## src/rtl/spq_pkg.sv

```systemverilog
// spq_pkg: shared types and codes for the stable minimum priority queue.
// Used by the channel interfaces, the controller, the datapath and the top level.
// No dependencies.
`default_nettype none

package spq_pkg;

  localparam int VALUE_W   = 32;
  localparam int RANK_IN_W = 8;

  // Codes of the action field.
  localparam logic ACT_ENQ = 1'b0;
  localparam logic ACT_DEQ = 1'b1;

  // Result status codes.
  typedef enum logic [1:0] {
    ST_ENQ   = 2'd0,
    ST_DEQ   = 2'd1,
    ST_EMPTY = 2'd2,
    ST_FULL  = 2'd3
  } status_t;

  // Controller states: the output register is empty or holds a result.
  typedef enum logic {
    CS_IDLE = 1'b0,
    CS_HOLD = 1'b1
  } ctrl_state_t;

  // Commands from the controller to the datapath.
  typedef struct packed {
    logic    load;    // capture a result into the output register
    logic    do_enq;  // insert the incoming entry
    logic    do_deq;  // remove the front entry
    status_t res;     // status code of the result
  } dp_cmd_t;

  // Status from the datapath to the controller.
  typedef struct packed {
    logic empty;
    logic full;
  } dp_status_t;

endpackage

`default_nettype wire

```

## src/rtl/spq_ifs.sv

```systemverilog
// spq_ifs: valid/ready channel interfaces for queue operations and results.
// Depends on spq_pkg for field widths and the status type.
`default_nettype none

interface spq_in_if;
  logic                               valid;
  logic                               ready;
  logic                               action;
  logic signed [spq_pkg::VALUE_W-1:0] item_value;
  logic [spq_pkg::RANK_IN_W-1:0]      item_rank;

  modport source (output valid, action, item_value, item_rank, input ready);
  modport sink   (input valid, action, item_value, item_rank, output ready);
endinterface

interface spq_out_if #(parameter int CNT_W = 5);
  logic                               valid;
  logic                               ready;
  spq_pkg::status_t                   status;
  logic signed [spq_pkg::VALUE_W-1:0] out_value;
  logic [spq_pkg::RANK_IN_W-1:0]      out_rank;
  logic [CNT_W-1:0]                   fill_count;

  modport source (output valid, status, out_value, out_rank, fill_count, input ready);
  modport sink   (input valid, status, out_value, out_rank, fill_count, output ready);
endinterface

`default_nettype wire

```

## src/rtl/stable_min_priority_queue.sv

```systemverilog
// stable_min_priority_queue: top level of a sorted shift-register priority queue.
// Joins spq_ctrl and spq_dp; depends on spq_pkg and the interfaces in spq_ifs.
//
//   channel   direction  handshake          payload
//   in_ch     sink       valid/ready        action, item_value, item_rank
//   out_ch    source     valid/ready        status, out_value, out_rank, fill_count
//
// Every operation completes in the cycle it is accepted; its result is registered
// and shown on out_ch in the next cycle. One transaction per cycle is sustained
// while out_ch is ready, as the row of slot comparators places the entry in one step.
// While out_ch is stalled, one result waits in the output register and in_ch is held off.
// Synchronous active-low reset empties the queue; slot contents are not cleared.
// out_ch must be built with CNT_W equal to $clog2(CAPACITY+1).
`default_nettype none

module stable_min_priority_queue #(
  parameter int CAPACITY  = 16,
  parameter int RANK_BITS = 8
) (
  input  logic       clk,
  input  logic       rst_n,
  spq_in_if.sink     in_ch,
  spq_out_if.source  out_ch
);
  import spq_pkg::*;

  localparam int CNT_W = $clog2(CAPACITY + 1);

  dp_cmd_t    cmd;
  dp_status_t st;
  logic [CNT_W-1:0] fill;

  spq_ctrl u_ctrl (
    .clk       (clk),
    .rst_n     (rst_n),
    .in_valid  (in_ch.valid),
    .in_action (in_ch.action),
    .in_ready  (in_ch.ready),
    .out_valid (out_ch.valid),
    .out_ready (out_ch.ready),
    .st        (st),
    .cmd       (cmd)
  );

  spq_dp #(
    .CAPACITY  (CAPACITY),
    .RANK_BITS (RANK_BITS),
    .CNT_W     (CNT_W)
  ) u_dp (
    .clk        (clk),
    .rst_n      (rst_n),
    .cmd        (cmd),
    .st         (st),
    .in_value   (in_ch.item_value),
    .in_rank    (in_ch.item_rank),
    .res_status (out_ch.status),
    .res_value  (out_ch.out_value),
    .res_rank   (out_ch.out_rank),
    .res_fill   (fill)
  );

  assign out_ch.fill_count = fill;

endmodule

`default_nettype wire

```

## src/rtl/spq_ctrl.sv

```systemverilog
// spq_ctrl: handshake controller of the priority queue.
// Tracks the output register and issues commands to spq_dp; depends on spq_pkg.
`default_nettype none

module spq_ctrl (
  input  logic                clk,
  input  logic                rst_n,
  input  logic                in_valid,
  input  logic                in_action,
  output logic                in_ready,
  output logic                out_valid,
  input  logic                out_ready,
  input  spq_pkg::dp_status_t st,
  output spq_pkg::dp_cmd_t    cmd
);
  import spq_pkg::*;

  ctrl_state_t state_r, state_nxt;
  logic        accept;

  assign accept = in_valid && in_ready;

  always_comb begin
    state_nxt = state_r;
    unique case (state_r)
      CS_IDLE: begin
        if (accept) state_nxt = CS_HOLD;
      end
      CS_HOLD: begin
        if (accept) state_nxt = CS_HOLD;
        else if (out_ready) state_nxt = CS_IDLE;
      end
      default: state_nxt = CS_IDLE;
    endcase
  end

  always_comb begin
    in_ready   = 1'b0;
    out_valid  = 1'b0;
    unique case (state_r)
      CS_IDLE: begin
        in_ready = 1'b1;
      end
      CS_HOLD: begin
        out_valid = 1'b1;
        // The waiting result leaves in this cycle, so a new one may enter.
        in_ready  = out_ready;
      end
      default: begin
        in_ready  = 1'b0;
        out_valid = 1'b0;
      end
    endcase
  end

  always_comb begin
    cmd.load   = accept;
    cmd.do_enq = accept && (in_action == ACT_ENQ) && !st.full;
    cmd.do_deq = accept && (in_action == ACT_DEQ) && !st.empty;
    if (in_action == ACT_ENQ) cmd.res = st.full ? ST_FULL : ST_ENQ;
    else                      cmd.res = st.empty ? ST_EMPTY : ST_DEQ;
  end

  always_ff @(posedge clk) begin
    if (!rst_n) state_r <= CS_IDLE;
    else        state_r <= state_nxt;
  end

  a_no_enq_and_deq: assert property (@(posedge clk) disable iff (!rst_n)
    !(cmd.do_enq && cmd.do_deq))
    else $error("enqueue and dequeue commanded together");

  a_op_needs_load: assert property (@(posedge clk) disable iff (!rst_n)
    (cmd.do_enq || cmd.do_deq) |-> cmd.load)
    else $error("queue update without a captured result");

  a_result_after_load: assert property (@(posedge clk) disable iff (!rst_n)
    cmd.load |=> out_valid)
    else $error("captured result not presented");

endmodule

`default_nettype wire

```

## src/rtl/spq_dp.sv

```systemverilog
// spq_dp: datapath of the priority queue: a sorted row of slot registers,
// the entry count and the output result register. Depends on spq_pkg.
`default_nettype none

module spq_dp #(
  parameter int CAPACITY  = 16,
  parameter int RANK_BITS = 8,
  parameter int CNT_W     = 5
) (
  input  logic                                clk,
  input  logic                                rst_n,
  input  spq_pkg::dp_cmd_t                    cmd,
  output spq_pkg::dp_status_t                 st,
  input  logic signed [spq_pkg::VALUE_W-1:0]  in_value,
  input  logic [spq_pkg::RANK_IN_W-1:0]       in_rank,
  output spq_pkg::status_t                    res_status,
  output logic signed [spq_pkg::VALUE_W-1:0]  res_value,
  output logic [spq_pkg::RANK_IN_W-1:0]       res_rank,
  output logic [CNT_W-1:0]                    res_fill
);
  import spq_pkg::*;

  logic signed [VALUE_W-1:0] slot_value_r   [CAPACITY];
  logic [RANK_BITS-1:0]      slot_rank_r    [CAPACITY];
  logic signed [VALUE_W-1:0] slot_value_nxt [CAPACITY];
  logic [RANK_BITS-1:0]      slot_rank_nxt  [CAPACITY];
  logic [CAPACITY-1:0]       goes_after;
  logic [CNT_W-1:0]          count_r, count_nxt;

  logic [RANK_BITS+RANK_IN_W-1:0] rank_in_ext;
  logic [RANK_BITS+RANK_IN_W-1:0] rank_out_ext;
  logic [RANK_BITS-1:0]           new_rank;

  status_t                   status_r;
  logic signed [VALUE_W-1:0] value_r;
  logic [RANK_IN_W-1:0]      rank_r;
  logic [CNT_W-1:0]          fill_r;

  // Only the low RANK_BITS bits of an incoming rank are kept.
  assign rank_in_ext  = {{RANK_BITS{1'b0}}, in_rank};
  assign new_rank     = rank_in_ext[RANK_BITS-1:0];
  assign rank_out_ext = {{RANK_IN_W{1'b0}}, slot_rank_r[0]};

  assign st.empty = (count_r == '0);
  assign st.full  = (count_r == CNT_W'(CAPACITY));

  // Each held slot compares its rank with the new one; the new entry goes
  // behind every held entry of equal or lower rank.
  always_comb begin
    for (int i = 0; i < CAPACITY; i++) begin
      goes_after[i] = (CNT_W'(i) < count_r) && (slot_rank_r[i] <= new_rank);
    end
  end

  always_comb begin
    for (int i = 0; i < CAPACITY; i++) begin
      slot_value_nxt[i] = slot_value_r[i];
      slot_rank_nxt[i]  = slot_rank_r[i];
    end
    count_nxt = count_r;
    if (cmd.do_enq) begin
      if (!goes_after[0]) begin
        slot_value_nxt[0] = in_value;
        slot_rank_nxt[0]  = new_rank;
      end
      for (int i = 1; i < CAPACITY; i++) begin
        if (!goes_after[i]) begin
          if (goes_after[i-1]) begin
            slot_value_nxt[i] = in_value;
            slot_rank_nxt[i]  = new_rank;
          end else begin
            slot_value_nxt[i] = slot_value_r[i-1];
            slot_rank_nxt[i]  = slot_rank_r[i-1];
          end
        end
      end
      count_nxt = count_r + 1'b1;
    end else if (cmd.do_deq) begin
      for (int i = 0; i < CAPACITY - 1; i++) begin
        slot_value_nxt[i] = slot_value_r[i+1];
        slot_rank_nxt[i]  = slot_rank_r[i+1];
      end
      count_nxt = count_r - 1'b1;
    end
  end

  always_ff @(posedge clk) begin
    for (int i = 0; i < CAPACITY; i++) begin
      slot_value_r[i] <= slot_value_nxt[i];
      slot_rank_r[i]  <= slot_rank_nxt[i];
    end
  end

  always_ff @(posedge clk) begin
    if (!rst_n) count_r <= '0;
    else        count_r <= count_nxt;
  end

  always_ff @(posedge clk) begin
    if (cmd.load) begin
      status_r <= cmd.res;
      value_r  <= cmd.do_deq ? slot_value_r[0] : '0;
      rank_r   <= cmd.do_deq ? rank_out_ext[RANK_IN_W-1:0] : '0;
      fill_r   <= count_nxt;
    end
  end

  assign res_status = status_r;
  assign res_value  = value_r;
  assign res_rank   = rank_r;
  assign res_fill   = fill_r;

  a_count_bound: assert property (@(posedge clk) disable iff (!rst_n)
    count_r <= CNT_W'(CAPACITY))
    else $error("entry count beyond capacity");

  a_enq_count: assert property (@(posedge clk) disable iff (!rst_n)
    cmd.do_enq |=> count_r == $past(count_r) + 1'b1)
    else $error("enqueue did not grow the count");

  a_deq_count: assert property (@(posedge clk) disable iff (!rst_n)
    cmd.do_deq |=> count_r == $past(count_r) - 1'b1)
    else $error("dequeue did not shrink the count");

  a_front_sorted: assert property (@(posedge clk) disable iff (!rst_n)
    (count_r >= CNT_W'(2)) |-> (slot_rank_r[0] <= slot_rank_r[1]))
    else $error("front entries out of rank order");

endmodule

`default_nettype wire

```

## src/flat_wrapper.sv

```systemverilog
// flat-port wrapper written by rule: the top's interface ports become plain ports
module stable_min_priority_queue_flat import spq_pkg::*;
#(
  parameter int CAPACITY  = 16,
  parameter int RANK_BITS = 8
)
  (clk, rst_n, in_ch_valid, in_ch_action, in_ch_item_value, in_ch_item_rank, in_ch_ready, out_ch_valid, out_ch_status, out_ch_out_value, out_ch_out_rank, out_ch_fill_count, out_ch_ready);
  spq_in_if in_ch_i ();
  spq_out_if #(.CNT_W(($clog2(CAPACITY + 1)))) out_ch_i ();
  input  logic clk;
  input  logic rst_n;
  input wire logic [$bits(in_ch_i.valid)-1:0] in_ch_valid;
  input wire logic [$bits(in_ch_i.action)-1:0] in_ch_action;
  input wire logic [$bits(in_ch_i.item_value)-1:0] in_ch_item_value;
  input wire logic [$bits(in_ch_i.item_rank)-1:0] in_ch_item_rank;
  output wire logic [$bits(in_ch_i.ready)-1:0] in_ch_ready;
  output wire logic [$bits(out_ch_i.valid)-1:0] out_ch_valid;
  output wire logic [$bits(out_ch_i.status)-1:0] out_ch_status;
  output wire logic [$bits(out_ch_i.out_value)-1:0] out_ch_out_value;
  output wire logic [$bits(out_ch_i.out_rank)-1:0] out_ch_out_rank;
  output wire logic [$bits(out_ch_i.fill_count)-1:0] out_ch_fill_count;
  input wire logic [$bits(out_ch_i.ready)-1:0] out_ch_ready;
  assign in_ch_i.valid = in_ch_valid;
  assign in_ch_i.action = in_ch_action;
  assign in_ch_i.item_value = in_ch_item_value;
  assign in_ch_i.item_rank = in_ch_item_rank;
  assign in_ch_ready = in_ch_i.ready;
  assign out_ch_valid = out_ch_i.valid;
  assign out_ch_status = out_ch_i.status;
  assign out_ch_out_value = out_ch_i.out_value;
  assign out_ch_out_rank = out_ch_i.out_rank;
  assign out_ch_fill_count = out_ch_i.fill_count;
  assign out_ch_i.ready = out_ch_ready;
  stable_min_priority_queue #(.CAPACITY(CAPACITY), .RANK_BITS(RANK_BITS)) u_core (.clk(clk), .rst_n(rst_n), .in_ch(in_ch_i), .out_ch(out_ch_i));
endmodule
```

## config.mk

```make
export PLATFORM = sky130hd
export DESIGN_NAME = stable_min_priority_queue_flat
export DESIGN_NICKNAME = d
export VERILOG_FILES = /design/src/rtl/spq_pkg.sv /design/src/rtl/spq_ifs.sv /design/src/rtl/stable_min_priority_queue.sv /design/src/rtl/spq_ctrl.sv /design/src/rtl/spq_dp.sv /design/src/flat_wrapper.sv
export SDC_FILE = /design/constraint.sdc
export NUM_CORES = 2
export LEC_CHECK = 0
export BUFFER_PORTS_ARGS = -buffer_cell sky130_fd_sc_hd__clkbuf_2
export CAP_MARGIN = 30
export CORE_MARGIN = 2
export CORE_UTILIZATION = 30
export CTS_CLUSTER_DIAMETER = 100
export DETAILED_ROUTE_END_ITERATION = 16
export GPL_ROUTABILITY_DRIVEN = 1
export SLEW_MARGIN = 20
export SYNTH_ARGS = -nofsm -noshare
export SYNTH_HDL_FRONTEND = slang
export SYNTH_SLANG_ARGS = --single-unit
```

## constraint.sdc

```tcl
create_clock -name clk -period 9.55 [get_ports clk]
set_clock_uncertainty 0.05 [all_clocks]
set_input_delay 0 -clock clk [delete_from_list [all_inputs] [get_ports clk]]
set_output_delay 0 -clock clk [all_outputs]
set_load 0.02 [all_outputs]
```

; Word-level counts from Yosys, hierarchy flattened
; Memories as Yosys holds them, arrays and structs flattened.
; Cells that the tools add are included.
[op_classes]
mux = 79
reduce_logical = 24
eq_ne = 1
magnitude_cmp = 32
bitwise_logic = 2
addsub = 2
[op_table]
columns = operator, count
row1 = 32-bit 2-to-1 mux, 32
row2 = 480-bit 2-to-1 mux, 2
row3 = 8-bit 2-to-1 mux, 32
row4 = 120-bit 2-to-1 mux, 2
row5 = 8-bit <= comparator, 16
row6 = "4-bit by 5-bit < comparator with 1-bit output, first input constant", 8
row7 = 1-bit logical AND, 21
row8 = "3-bit by 5-bit < comparator with 1-bit output, first input constant", 4
row9 = "1-bit by 5-bit < comparator with 1-bit output, first input constant", 2
row10 = "2-bit by 5-bit < comparator with 1-bit output, first input constant", 2
row11 = 5-bit 2-to-1 mux, 2
row12 = 2-bit 2-to-1 mux, 3
row13 = "5-bit by 1-bit adder with 5-bit output, second input constant", 1
row14 = "5-bit == test, second input constant", 1
row15 = 5-bit zero test, 1
row16 = "5-bit by 1-bit subtractor with 5-bit output, second input constant", 1
row17 = 1-bit 2-to-1 mux, 4
row18 = 1-bit one-hot mux with 2 select lines, 2
row19 = 1-bit zero test, 2
row20 = 1-bit inverter, 2
[totals]
in_bits = 45
output_inout_bits = 49
reg_bits = 53
memories = 2
mem_bits_rw = 640
[memory_table]
columns = memory, depth, word_bits, rd, rd_ports_with_merged_regs, write_ports, line
row1 = u_core.u_dp.slot_value_r, 16, 32, 16, 0, 16, spq_dp.sv:23  ; logic signed [VALUE_W-1:0] slot_value_r [CAPACITY];
row2 = u_core.u_dp.slot_rank_r, 16, 8, 16, 0, 16, spq_dp.sv:24  ; logic [RANK_BITS-1:0] slot_rank_r [CAPACITY];

; Depth between registers and ports, before layout
[logic_depth]
depth_word = 7
depth_mapped = 11
depth_no_buf = 7

; By module
; A second synthesis with hierarchy kept.
[unflattened]
hier_cells = 4301
area_unflattened_um2 = 41737.5
[by_module_without_submodules]
columns = module, seq_area_each_um2, n_inst, area_per_inst_um2, cells_each
row1 = spq_dp, 20729.9, 1, 41624.9, 4290
row2 = spq_ctrl, 20.0, 1, 112.6, 11

; Least setup slack after synthesis
; OpenSTA, ideal clock, no wires.
[synth_path]
path_kind = input-to-reg
start = input port in_ch_item_rank[5]
end = memory u_core.u_dp.slot_rank_r[8][0] (netlist: u_core.u_dp.slot_rank_r[1][0]) (enable)
t_required_ns = 9.007
arrival_ns = 4.995
path_slack_ns = 4.013
setup_ns = 0.493
path_stages = 10
path_buffers = 3
cell_sequence = inv_1 -> clkbuf_1 -> ha_1 -> nand4_1 -> nor2_1 -> a21oi_1 -> clkbuf_1 -> clkbuf_1 -> nor3_1 -> o21ai_0
[synth_rtl]
columns = element, line
row1 = from (decl), flat_wrapper.sv:15  ; input wire logic [$bits(in_ch_i.item_rank)-1:0] in_ch_item_rank;
row2 = to (decl), spq_dp.sv:24

==> impl_metrics.csv <==
group,metric,value,unit
grt,grtUsageTotal,17.0,%
hold_path,hold_class,"in -> reg",
clock_network,cts_tree,"done",
sta,tns,0,ps
drt,vias,34900,
grt,grt_first_pass_wirelength,199,mm
yosys,syn_area_per_cell,10.3,µm²
finish,final_layout_size_suffix_gt1_share,10.7,%
power,ir_drop,0.000124,V
drt,antenna_left,0,
drt,drt_iter0_drc,3326,
sta,final.min_clock_period,4320,ps
grt,antenna_found_initial,1,
power,power_frac_seq,43.3,%
yosys,ys_seq_elements,693,
clock_network,cts.clk_slew.worst_paths,60,ps
yosys,ys_seq_area_share,49.2,%
clock_network,hold_buffers,46,
drt,drc_errors,0,
clock_network,numCtsBuffers,80,
sta,setup_viol,0,
drt,first_pass_iters,5,
sta,hold_viol,0,
clock_network,cts.path.max_buffers,3,
power,p_clk_share,29.1,%
finish,final_nets,4067,
power,finalPower,10.1,mW
run,max_cap_viol_count,0,
sta,rsz0062_at_grt,"false",
yosys,synth.top_cell.area_share,48.9,%
die,die_h,379,µm
finish,utilization,33.7,%
power,p_switching,3.57,mW
setup_path,critPathBufInv,3,
power,p_sw_share,35.4,%
clock_network,post_cts_resized,0,
die,die-area,144000,µm²
die,initial_utilization,30.2,%
power,power.internal,6.52,mW
yosys,yosys_warnings,0,
clock_network,cts_root_buf,"clkbuf_16",
setup_path,cp.required,9830,ps
grt,grt_start_max_net_pins,238,
grt,grt_pass1_vias,34700,
setup_path,cpMaxStageDelayCell,"buf_4",
clock_network,cts_setup_buffers,0,
power,p_comb_share,27.6,%
setup_path,critPathCaptureType,"register",
yosys,synth.distinct_cells,56,
power,power_density,215,nW/µm²
sta,timing.hold.ws,180,ps
power,p_leak,14.5,nW
setup_path,critPathLaunchType,"register",
setup_path,cp_top_family,"buffers and inverters",
drt,routed_wl,127,mm
placed_design,port_buffers,93,
setup_path,crit_top_cell,"buf_4",
drt,via_per_inst,6.00,
grt,gr-total-overflow,0,
setup_path,critPathMaxStageDelay,810,ps
yosys,ys_top_cells_by_area,"edfxtp_1 49%, o31ai_1 9.9%, a31oi_1 8.3%, or4b_1 5.7%, nor2_1 5.1%",
die,row_count,137,
yosys,syn_area,42200,µm²
clock_network,cts_sinks,693,
run_status,outcome,"complete, no violations",
die,die_w,379,µm
yosys,yosysTopAreaCell,"edfxtp_1",
yosys,synthCells,4108,
drt,wl_per_cell,21.8,µm
setup_path,crit_arrival,4600,ps
sta,relSlewSlack,21.3,%
sta,fin_crit_sh,45.2,%
yosys,syn-num-nets,4285,
finish,area_growth,11.4,%
die,io_pins,94,
placed_design,globalplace.congestion,0.784,
sta,worstMarginPinSlew,1180,ps
setup_path,worstPathMaxFanout,93,
placed_design,hpwl,81.4,mm
sta,maxSlewViolCount,0,
clock_network,worstSkewPairLatency,640,ps
die,coreArea,140000,µm²
setup_path,cp_cell_sequence,"inv_1, ha_1, nand4bb_1, and4_4, buf_4, buf_4, a31oi_1",
setup_path,critPathKind,"reg -> reg",
sta,max_freq,231,MHz
clock_network,cts_max_level,3,
-- Yosys cell counts, drive strengths merged --
master,number
o31ai,558
ha,132
buf,145
a21o,10
nand4b,33
o21ai,38
o21a,3
inv,29
nand3,10
and4,2
nor2,578
dfxtp,6
a22oi,1
a31oi,562
nand3b,1
or4,70
o2111ai,34
nand2b,2
clkbuf,391
nand4bb,1
o211ai,18
o22ai,1
or2,2
mux2,40
or3,2
edfxtp,687
o31a,2
nor3,17
xnor2,3
nor2b,23
nand4,191
xor2,2
or3b,1
a21oi,59
and3,1
a21boi,2
and2,45
or4b,265
o2111a,1
a211oi,14
a211o,6
nand2,120
-- worst paths after layout --
| kind | start | end | slack [ps] | cells past startpoint |
|---|---|---|---|---|
| max | u_core.u_dp.count_r[1]$_SDFF_PN0_ | u_core.u_dp.slot_rank_r[1][33]$_DFFE_PP_ | 5230 | 7 |
| min | rst_n | u_core.u_dp.count_r[3]$_SDFF_PN0_ | 180 | 3 |
| max reg2reg | u_core.u_dp.count_r[1]$_SDFF_PN0_ | u_core.u_dp.slot_rank_r[1][33]$_DFFE_PP_ | 5230 | 7 |
| min reg2reg | u_core.u_dp.slot_value_r[0][27]$_DFFE_PP_ | u_core.u_dp.res_value[27]$_SDFFCE_PN0P_ | 510 | 1 |
-- final cells by class --
type	instances	area, µm²
Multi-Input combinational cell	2850	19700
Clock buffer	95	2130
Fill cell	14100	92500
Timing Repair Buffer	236	1750
Sequential cell	693	20700
Clock inverter	39	249
Inverter	29	109
Tap cell	1876	2350
Antenna cell	1	2.50
-- worst register-to-register path, stage by stage, from the launching register on --
cell       delay [ps]
dfxtp_1           680
inv_1             210
ha_1              270
nand4bb_1         220
and4_4            650
buf_4             840
buf_4             830
a31oi_1           270
-- kinds of logic after synthesis --
group,count (synthesis),share of synthesized area [%]
AOI/OAI and AO/OA,1309,21.4
adders and majority gates,132,3.92
buffers and inverters,565,5.52
and+or+nand+nor,1364,18.8
muxes,40,1.07
xor gates and xnor gates,5,0.104
DFF,693,49.2
-- power groups by stage --
stage / combinational [mW] / clock [mW] / sequential, mW
2_1_floorplan: 1.98 / 0 / 4.32
3_3_place_gp: 2.65 / 0 / 4.44
3_5_place_dp: 2.72 / 0 / 4.43
4_1_cts: 2.74 / 3.01 / 4.38
5_1_grt: 3.07 / 3.10 / 4.41
6_report: 2.78 / 2.94 / 4.37
-- routing by layer --
metal | vias up | track usage [%] | routed length (µm) | share of wire, %
li1 | 16200 | - | - | -
met1 | 17700 | 22.2 | 54600 | 43
met2 | 827 | 29.5 | 64600 | 51
met3 | 221 | 1.90 | 4490 | 3.5
met4 | 0 | 4.71 | 3220 | 2.5
met5 | - | 0 | 0 | 0
-- through the flow --
step                      cell area (µm²)  setup slack, ps  instances
final                               47000             5230       5819
after global routing                47000             4960       5819
after CTS                           46900             5190       5816
after detailed placement            44100             5200       5636
after global placement              44100             5390       5634
after floorplan                     42200             4010       4108
-- cell usage in the layout (no fill, tap or decap), types with 44 or more instances in the layout --
master and count:
a31oi_1 560, buf_4 89, nand4_1 191, clkbuf_2 93, or4b_1 240, nand2_1 119
clkbuf_16 83, edfxtp_1 687, nor2_1 575, o31ai_1 558, a21oi_1 44, ha_1 132
dlygate4sd3_1 46, or4_1 70, and2_1 44
-- sequential cells by signal (all words and copies together), names as in the netlist --
signal and flops:
u_core.u_dp.slot_rank_r 128, u_core.u_ctrl.state_r 1, u_core.u_dp.count_r 5, u_core.u_dp.res_rank 8
u_core.u_dp.res_fill 5, u_core.u_dp.res_value 32, u_core.u_dp.slot_value_r 512, u_core.u_dp.res_status 2
Power figures use the tool's default switching activity.
